**config.mk**
```make
export PLATFORM = sky130hd
export DESIGN_NAME = wildcard_pattern_matcher_core_flat
export DESIGN_NICKNAME = d
export VERILOG_FILES = /design/src/rtl/wpm_pkg.sv /design/src/rtl/wpm_if.sv /design/src/rtl/wildcard_pattern_matcher_core.sv /design/src/flat_wrapper.sv
export SDC_FILE = /design/constraint.sdc
export NUM_CORES = 1
export LEC_CHECK = 0
export BUFFER_PORTS_ARGS = -buffer_cell sky130_fd_sc_hd__buf_4
export CAP_MARGIN = 10
export CORE_MARGIN = 8
export CORE_UTILIZATION = 46
export CTS_CLUSTER_DIAMETER = 100
export DETAILED_ROUTE_END_ITERATION = 10
export HOLD_SLACK_MARGIN = 0.03
export PLACE_DENSITY = 0.75
export SLEW_MARGIN = 5
export SYNTH_ARGS = -nofsm -noshare
export SYNTH_HDL_FRONTEND = slang
export SYNTH_SLANG_ARGS = --single-unit
```
**constraint.sdc**
```tcl
create_clock -name clk -period 4 [get_ports clk]
set_clock_uncertainty 0.15 [all_clocks]
set_input_delay 0.8 -clock clk [delete_from_list [all_inputs] [get_ports clk]]
set_output_delay 0.8 -clock clk [all_outputs]
set_load 0.1 [all_outputs]
```
**src/rtl/wpm_pkg.sv**
```systemverilog
// Package for the wildcard pattern matcher.
// Holds sizes, character codes and register indexes shared by the interfaces and the core.
// No dependencies.
package wpm_pkg;

	localparam int PATTERN_CHARS = 16;
	localparam int POS_W = PATTERN_CHARS + 1;
	localparam int CHAR_W = 8;
	localparam int LEN_W = 5;
	localparam int WORD_W = 64;
	localparam int CFG_IDX_W = 2;

	localparam logic [CHAR_W-1:0] CH_NUL = 8'h00;
	localparam logic [CHAR_W-1:0] CH_STAR = 8'h2A;
	localparam logic [CHAR_W-1:0] CH_ANY = 8'h3F;

	localparam logic [CFG_IDX_W-1:0] REG_PAT_LOW = 2'd0;
	localparam logic [CFG_IDX_W-1:0] REG_PAT_HIGH = 2'd1;
	localparam logic [CFG_IDX_W-1:0] REG_PAT_LEN = 2'd2;

	typedef logic [POS_W-1:0] pos_t;
	typedef logic [CHAR_W-1:0] char_t;
	typedef logic [PATTERN_CHARS-1:0] pmask_t;

endpackage

```
**src/rtl/wpm_if.sv**
```systemverilog
// Channel interfaces of the wildcard pattern matcher: characters in, match results out,
// and configuration writes. Depends on wpm_pkg.
interface wpm_char_if;
	logic valid;
	logic ready;
	wpm_pkg::char_t char_code;
	modport source(output valid, output char_code, input ready);
	modport sink(input valid, input char_code, output ready);
endinterface

interface wpm_match_if;
	logic valid;
	logic ready;
	logic matched;
	modport source(output valid, output matched, input ready);
	modport sink(input valid, input matched, output ready);
endinterface

interface wpm_cfg_if;
	logic valid;
	logic ready;
	logic [wpm_pkg::CFG_IDX_W-1:0] index;
	logic [wpm_pkg::WORD_W-1:0] data;
	modport source(output valid, output index, output data, input ready);
	modport sink(input valid, input index, input data, output ready);
endinterface

```
**src/rtl/wildcard_pattern_matcher_core.sv**
```systemverilog
// Top level of the wildcard pattern matcher: configuration registers, input register,
// active-position update and result register. Depends on wpm_pkg and the interfaces in wpm_if.sv.
//
// The block matches a candidate string, one character per transaction, against a pattern of up
// to 16 characters in which '*' matches any run and '?' exactly one character. A zero character
// ends the candidate and produces one transaction on the result channel; the block then rearms.
// It takes one character every cycle while no zero character is held: a character enters an input
// register, from there the active-position vector is updated and, for a zero character, the match
// bit is loaded into the result register, which offers the result. A waiting result stalls only
// a following zero character. Configuration writes are always accepted, and those to the pattern
// registers rearm the matcher; they are meant for times when no candidate is in flight.
module wildcard_pattern_matcher_core (
	input logic clk,
	input logic arst_n,
	wpm_cfg_if.sink cfg,
	wpm_char_if.sink char_in,
	wpm_match_if.source res
);

	logic [wpm_pkg::WORD_W-1:0] pat_low_q;
	logic [wpm_pkg::WORD_W-1:0] pat_high_q;
	logic [wpm_pkg::LEN_W-1:0] pat_len_q;

	// Positions are kept before star closure, so a new pattern needs no recomputed rearm vector.
	wpm_pkg::pos_t raw_q;

	logic valid_s1;
	wpm_pkg::char_t char_s1;
	logic out_valid_q;
	logic matched_q;

	logic [2*wpm_pkg::WORD_W-1:0] pat_bits;
	logic [wpm_pkg::LEN_W-1:0] len_sat;
	wpm_pkg::pmask_t live;
	wpm_pkg::pmask_t star_en;
	wpm_pkg::pmask_t adv_en;
	wpm_pkg::pos_t end_oh;
	wpm_pkg::pos_t active;
	wpm_pkg::pos_t next_raw;
	logic is_end;
	logic s1_go;

	function automatic wpm_pkg::pos_t star_close(wpm_pkg::pos_t v, wpm_pkg::pmask_t stars);
		wpm_pkg::pos_t r;
		r = v;
		for (int i = 0; i < wpm_pkg::PATTERN_CHARS; i++) begin
			r[i+1] = r[i+1] | (r[i] & stars[i]);
		end
		return r;
	endfunction

	assign pat_bits = {pat_high_q, pat_low_q};
	assign len_sat = (pat_len_q > wpm_pkg::LEN_W'(wpm_pkg::PATTERN_CHARS)) ?
		wpm_pkg::LEN_W'(wpm_pkg::PATTERN_CHARS) : pat_len_q;

	// A position is live when it lies within the length and neither it nor an earlier position holds a zero character.
	always_comb begin
		logic run;
		wpm_pkg::char_t pc;
		run = 1'b1;
		for (int i = 0; i < wpm_pkg::PATTERN_CHARS; i++) begin
			pc = pat_bits[8*i +: 8];
			run = run & (wpm_pkg::LEN_W'(i) < len_sat) & (pc != wpm_pkg::CH_NUL);
			live[i] = run;
			star_en[i] = run & (pc == wpm_pkg::CH_STAR);
			adv_en[i] = run & ((pc == wpm_pkg::CH_ANY) || (pc == char_s1));
		end
		end_oh[0] = ~live[0];
		for (int i = 1; i < wpm_pkg::PATTERN_CHARS; i++) begin
			end_oh[i] = live[i-1] & ~live[i];
		end
		end_oh[wpm_pkg::PATTERN_CHARS] = live[wpm_pkg::PATTERN_CHARS-1];
	end

	always_comb begin
		active = star_close(raw_q, star_en);
		next_raw = '0;
		for (int i = 0; i < wpm_pkg::PATTERN_CHARS; i++) begin
			next_raw[i] = next_raw[i] | (active[i] & star_en[i]);
			next_raw[i+1] = active[i] & adv_en[i] & ~star_en[i];
		end
	end

	assign is_end = (char_s1 == wpm_pkg::CH_NUL);
	assign s1_go = valid_s1 & (~is_end | ~out_valid_q | res.ready);

	assign char_in.ready = ~valid_s1 | s1_go;
	assign cfg.ready = 1'b1;
	assign res.valid = out_valid_q;
	assign res.matched = matched_q;

	always_ff @(posedge clk or negedge arst_n) begin
		if (!arst_n) begin
			pat_low_q <= '0;
			pat_high_q <= '0;
			pat_len_q <= '0;
		end else if (cfg.valid && cfg.ready) begin
			unique case (cfg.index)
				wpm_pkg::REG_PAT_LOW: pat_low_q <= cfg.data;
				wpm_pkg::REG_PAT_HIGH: pat_high_q <= cfg.data;
				wpm_pkg::REG_PAT_LEN: pat_len_q <= cfg.data[wpm_pkg::LEN_W-1:0];
				default: ;
			endcase
		end
	end

	always_ff @(posedge clk or negedge arst_n) begin
		if (!arst_n) begin
			raw_q <= wpm_pkg::POS_W'(1);
		end else if (cfg.valid && cfg.ready &&
			(cfg.index == wpm_pkg::REG_PAT_LOW || cfg.index == wpm_pkg::REG_PAT_HIGH ||
			cfg.index == wpm_pkg::REG_PAT_LEN)) begin
			raw_q <= wpm_pkg::POS_W'(1);
		end else if (s1_go) begin
			raw_q <= is_end ? wpm_pkg::POS_W'(1) : next_raw;
		end
	end

	always_ff @(posedge clk or negedge arst_n) begin
		if (!arst_n) begin
			valid_s1 <= 1'b0;
		end else if (char_in.ready) begin
			valid_s1 <= char_in.valid;
		end
	end

	always_ff @(posedge clk) begin
		if (char_in.valid && char_in.ready) begin
			char_s1 <= char_in.char_code;
		end
	end

	always_ff @(posedge clk or negedge arst_n) begin
		if (!arst_n) begin
			out_valid_q <= 1'b0;
		end else if (s1_go && is_end) begin
			out_valid_q <= 1'b1;
		end else if (res.ready) begin
			out_valid_q <= 1'b0;
		end
	end

	always_ff @(posedge clk) begin
		if (s1_go && is_end) begin
			matched_q <= |(active & end_oh);
		end
	end

`ifndef ASSERT_OFF
	// A waiting result must never be overwritten by the next end of candidate.
	a_no_overwrite: assert property (@(posedge clk) disable iff (!arst_n)
		(out_valid_q && !res.ready && s1_go) |-> !is_end)
		else $error("pending result overwritten");

	// Finishing a candidate rearms the matcher at the start position.
	a_rearm: assert property (@(posedge clk) disable iff (!arst_n)
		(s1_go && is_end) |=> (raw_q == wpm_pkg::POS_W'(1)))
		else $error("matcher not rearmed after end of candidate");

	// An end of candidate that leaves stage one always shows up as a result.
	a_result_follows: assert property (@(posedge clk) disable iff (!arst_n)
		(s1_go && is_end) |=> out_valid_q)
		else $error("end of candidate produced no result");
`endif

endmodule

```
**src/flat_wrapper.sv**
```systemverilog
// flat-port wrapper written by rule: the top's interface ports become plain ports
module wildcard_pattern_matcher_core_flat 
  (clk, arst_n, cfg_valid, cfg_index, cfg_data, cfg_ready, char_in_valid, char_in_char_code, char_in_ready, res_valid, res_matched, res_ready);
  wpm_cfg_if cfg_i ();
  wpm_char_if char_in_i ();
  wpm_match_if res_i ();
  input logic clk;
  input logic arst_n;
  input wire logic [$bits(cfg_i.valid)-1:0] cfg_valid;
  input wire logic [$bits(cfg_i.index)-1:0] cfg_index;
  input wire logic [$bits(cfg_i.data)-1:0] cfg_data;
  output wire logic [$bits(cfg_i.ready)-1:0] cfg_ready;
  input wire logic [$bits(char_in_i.valid)-1:0] char_in_valid;
  input wire logic [$bits(char_in_i.char_code)-1:0] char_in_char_code;
  output wire logic [$bits(char_in_i.ready)-1:0] char_in_ready;
  output wire logic [$bits(res_i.valid)-1:0] res_valid;
  output wire logic [$bits(res_i.matched)-1:0] res_matched;
  input wire logic [$bits(res_i.ready)-1:0] res_ready;
  assign cfg_i.valid = cfg_valid;
  assign cfg_i.index = cfg_index;
  assign cfg_i.data = cfg_data;
  assign cfg_ready = cfg_i.ready;
  assign char_in_i.valid = char_in_valid;
  assign char_in_i.char_code = char_in_char_code;
  assign char_in_ready = char_in_i.ready;
  assign res_valid = res_i.valid;
  assign res_matched = res_i.matched;
  assign res_i.ready = res_ready;
  wildcard_pattern_matcher_core u_core (.clk(clk), .arst_n(arst_n), .cfg(cfg_i), .char_in(char_in_i), .res(res_i));
endmodule
```
==> reports/results.tsv <==
stage	metric	value	unit
global_route	first-pass GRT wire length	41770	um
finish	most common cell after layout, fill and taps aside	dfrtp_1	
logic_synthesis	leading area contributor after synthesis	dfrtp_1	
logic_synthesis	Post-Synthesis Cell Area	9562	sq um
logic_synthesis	fraction of registers with async set/reset	94.41	%
placed_design	IO buf count	81	
critical_path	Register-to-Register Path Depth	9	
power_and_ir_drop	Power, Total	4.963	mW
critical_path	CP Capture Point	u_core.res.matched	
global_route	largest net degree at the start of global routing	88	
clock_tree	CTS tree	built	
critical_path	Setup crit start kind	flip-flop	
floorplanning	Die Y	160.2	um
logic_synthesis	Mapped Cells	910	
sta	count of final setup violators	0	
placed_design	dpl hpwl	18590	um
routing	DR WL met2	12500	um
floorplanning	total core area	20300	sq um
worst_hold_path	hold crit path type	primary input to asynchronous set/reset pin	
power_and_ir_drop	Power Density	449.0	nW/um^2
clock_tree	Reg clk slew, reported paths	0.07	ns
floorplanning	Die Wd	160.2	um
power_and_ir_drop	leakage power	4.270	nW
routing	Max Used Layer	met4	
sta	fmax	280.5	MHz
routing	met3 WL post-DR	1578	um
sta	Period Utilization, post-route	89.12	%
logic_synthesis	Synth top area share	39.52	%
critical_path	Crit. End Element	flip-flop	
routing	First-pass DRT Iterations	5	
global_route	Tot GR Track Use	20.28	%
floorplanning	standard-cell rows	52	
clock_tree	Max Root-Sink Buffers	2	
global_route	vias in the first global route	7765	
clock_tree	count of clock tree sinks	161	
logic_synthesis	register area share after synthesis	42.62	%
routing	DRC violations left	0	
global_route	total gr overflow	0	
critical_path	critical path class	flip-flop to flip-flop	
logic_synthesis	Mean Syn Cell Area	10.51	sq um
finish	Non-Filler Instances	1271	
sta	sum of negative setup slack	0	ns
sta	relative max-transition margin	39.83	%
floorplanning	io pins	83	
finish	nets	1067	
routing	Vias	7710	
clock_tree	Root Buffer	clkbuf_16	
routing	drt wl/cell	20.65	um
sta	Final Hold Viols	0	
critical_path	Worst R2R End	u_core.res.matched	
sta	Final Critical Period	3.565	ns
critical_path	r2r setup slk	0.44	ns
global_route	initial antenna violation count	0	
power_and_ir_drop	Peak supply drop	0.0002953	V
clock_tree	TritonCTS buffer count	17	
critical_path	Reg2Reg Launch Point	u_core.pat_low_q[7]	
logic_synthesis	Seq cells post-synth	161	
logic_synthesis	Yosys cell types	75	
sta	Least-Margin Pin Slew	0.9026	ns
placed_design	# placed instances	1239	
run_status	status	finished, final reports clean	
finish	commonest cells after routing, fill and taps aside	151 x dfrtp_1, 133 x mux2_2, 104 x xnor2_1	
routing	wl on met1	11620	um
routing	Antenna Nets Post-Route	0	
finish	fraction of layout cells with a size suffix above 1	29.47	%
logic_synthesis	syn_nets	989	
routing	Routed WL	26240	um
logic_synthesis	top post-synthesis cells by area	dfrtp_1 40%, mux2_2 16%, xnor2_1 9.5%	
sta	RSZ-0062 raised after global routing	false	
critical_path	critical path fanouts, max	14	
critical_path	Crit. Startpoint	u_core.pat_low_q[7]	
finish	n_diodes	0	
floorplanning	Initial Util	47.10	%
logic_synthesis	YS warnings	0	
finish	Synth-to-Final Area Change	15.60	%
routing	DR iter-0 viols	702	
clock_tree	Worst-Skew Late Latency	0.44	ns
job	Max Cap Violations	0	
logic_synthesis	number of synthesized flops with an enable pin	9	
critical_path	critical path required time	4.02	ns
logic_synthesis	Top FF cell, synth	dfrtp_1	
clock_tree	H-tree depth	4	
routing	post-DR vias/cell	6.066	
floorplanning	die area	25660	sq um
critical_path	WP data arrival	3.58	ns
placed_design	Placer Congestion	0.9233	
sta	Slew Limit Fails	0	
registers in the layout, summed over array words and instances, names as in the netlist:
name,flops
u_core.pat_high_q,64
u_core.pat_low_q,64
u_core.raw_q,17
u_core.char_s1,8
u_core.pat_len_q,5
u_core.res.matched,1
u_core.res.valid,1
u_core.valid_s1,1
worst min path at each step:
stage / depth (start not counted) / slack, ns / startpoint / end
finish: 1 / 0.29 / arst_n / u_core.pat_high_q[47]
global route: 1 / 0.34 / arst_n / u_core.pat_high_q[47]
CTS: 1 / 0.31 / arst_n / u_core.pat_high_q[44]
detailed placement: 2 / 0.32 / u_core.raw_q[4] / u_core.raw_q[4]
global placement: 2 / 0.31 / u_core.raw_q[4] / u_core.raw_q[4]
floorplan: 2 / 0.30 / u_core.raw_q[4] / u_core.raw_q[4]
cell families after synthesis:
group / share of synthesized area (%)
xor+xnor: 11.72
compound gates: 9.657
other cells: 0.03922
buf+inv: 2.094
simple gates: 18.20
mux: 15.66
flops: 42.62
synth_stat cells (4+ instances only):
library cell	number
a21oi_1	22
a22oi_1	6
a31o_2	4
a31oi_1	6
and2_1	6
and3_1	20
clkbuf_1	33
dfrtp_1	151
edfxtp_1	9
inv_1	7
mux2_2	133
nand2_1	49
nand3_1	28
nand4_1	34
nand4b_1	5
nor2_1	58
nor3_1	30
nor3b_1	6
nor4_1	25
o211ai_1	9
o21a_1	4
o21ai_0	31
o31ai_1	10
or2_2	5
or3_1	6
or4_1	7
xnor2_1	104
xor2_1	24
metrics by stage:
stage	setup slack (ns)	hold slack, ns	area, sq um	utilization [%]
after floorplan	0.8641	0.2968	9562	-
after global placement	0.3627	0.3104	10480	51.64
after detailed placement	0.2898	0.3215	10480	51.64
after CTS	0.2614	0.3128	11040	54.39
after global routing	0.1449	0.3413	11050	54.45
final	0.4351	0.2887	11050	54.45
per-layer routing:
layer	GRT usage [%]	up-vias
li1	-	3520
met4	6.967	0
met2	32.86	278
met1	26.47	3859
met3	4.242	53
met5	0	-
repair_timing:
item | in CTS | in global routing
buffers inserted | 0 | 0
resized for setup | 0 | 3
hold buffers | 0 | 0
endpoints found under the setup margin | 0 | 1
where the power goes:
| part | total [mW] | internal, mW | switching (mW) |
|---|---|---|---|
| Sequential | 2.28 | 1.90 | 0.375 |
| Combinational | 1.12 | 0.584 | 0.532 |
| Clock | 1.57 | 0.861 | 0.707 |
worst max-delay path, stage by stage, from the launching register on:
cell and delay [ns]:
dfrtp_1 0.45, or4_4 0.53, nor3_4 0.30, and4b_1 0.40, nand3_1 0.30, a211oi_1 0.09, nor4_1 0.30, nand4_1 0.16
a2111oi_2 0.44, o211ai_1 0.16
layout make-up:
type,instances,area (sq um)
fill,1817,9246
multi-input combinational,703,5304
sequential,161,4075
timing repair buffer,98,752.0
clock buffer,17,425.4
tap,270,337.8
clock inverter,15,132.6
inverter,7,26.28
Power figures use the tool's default switching activity.
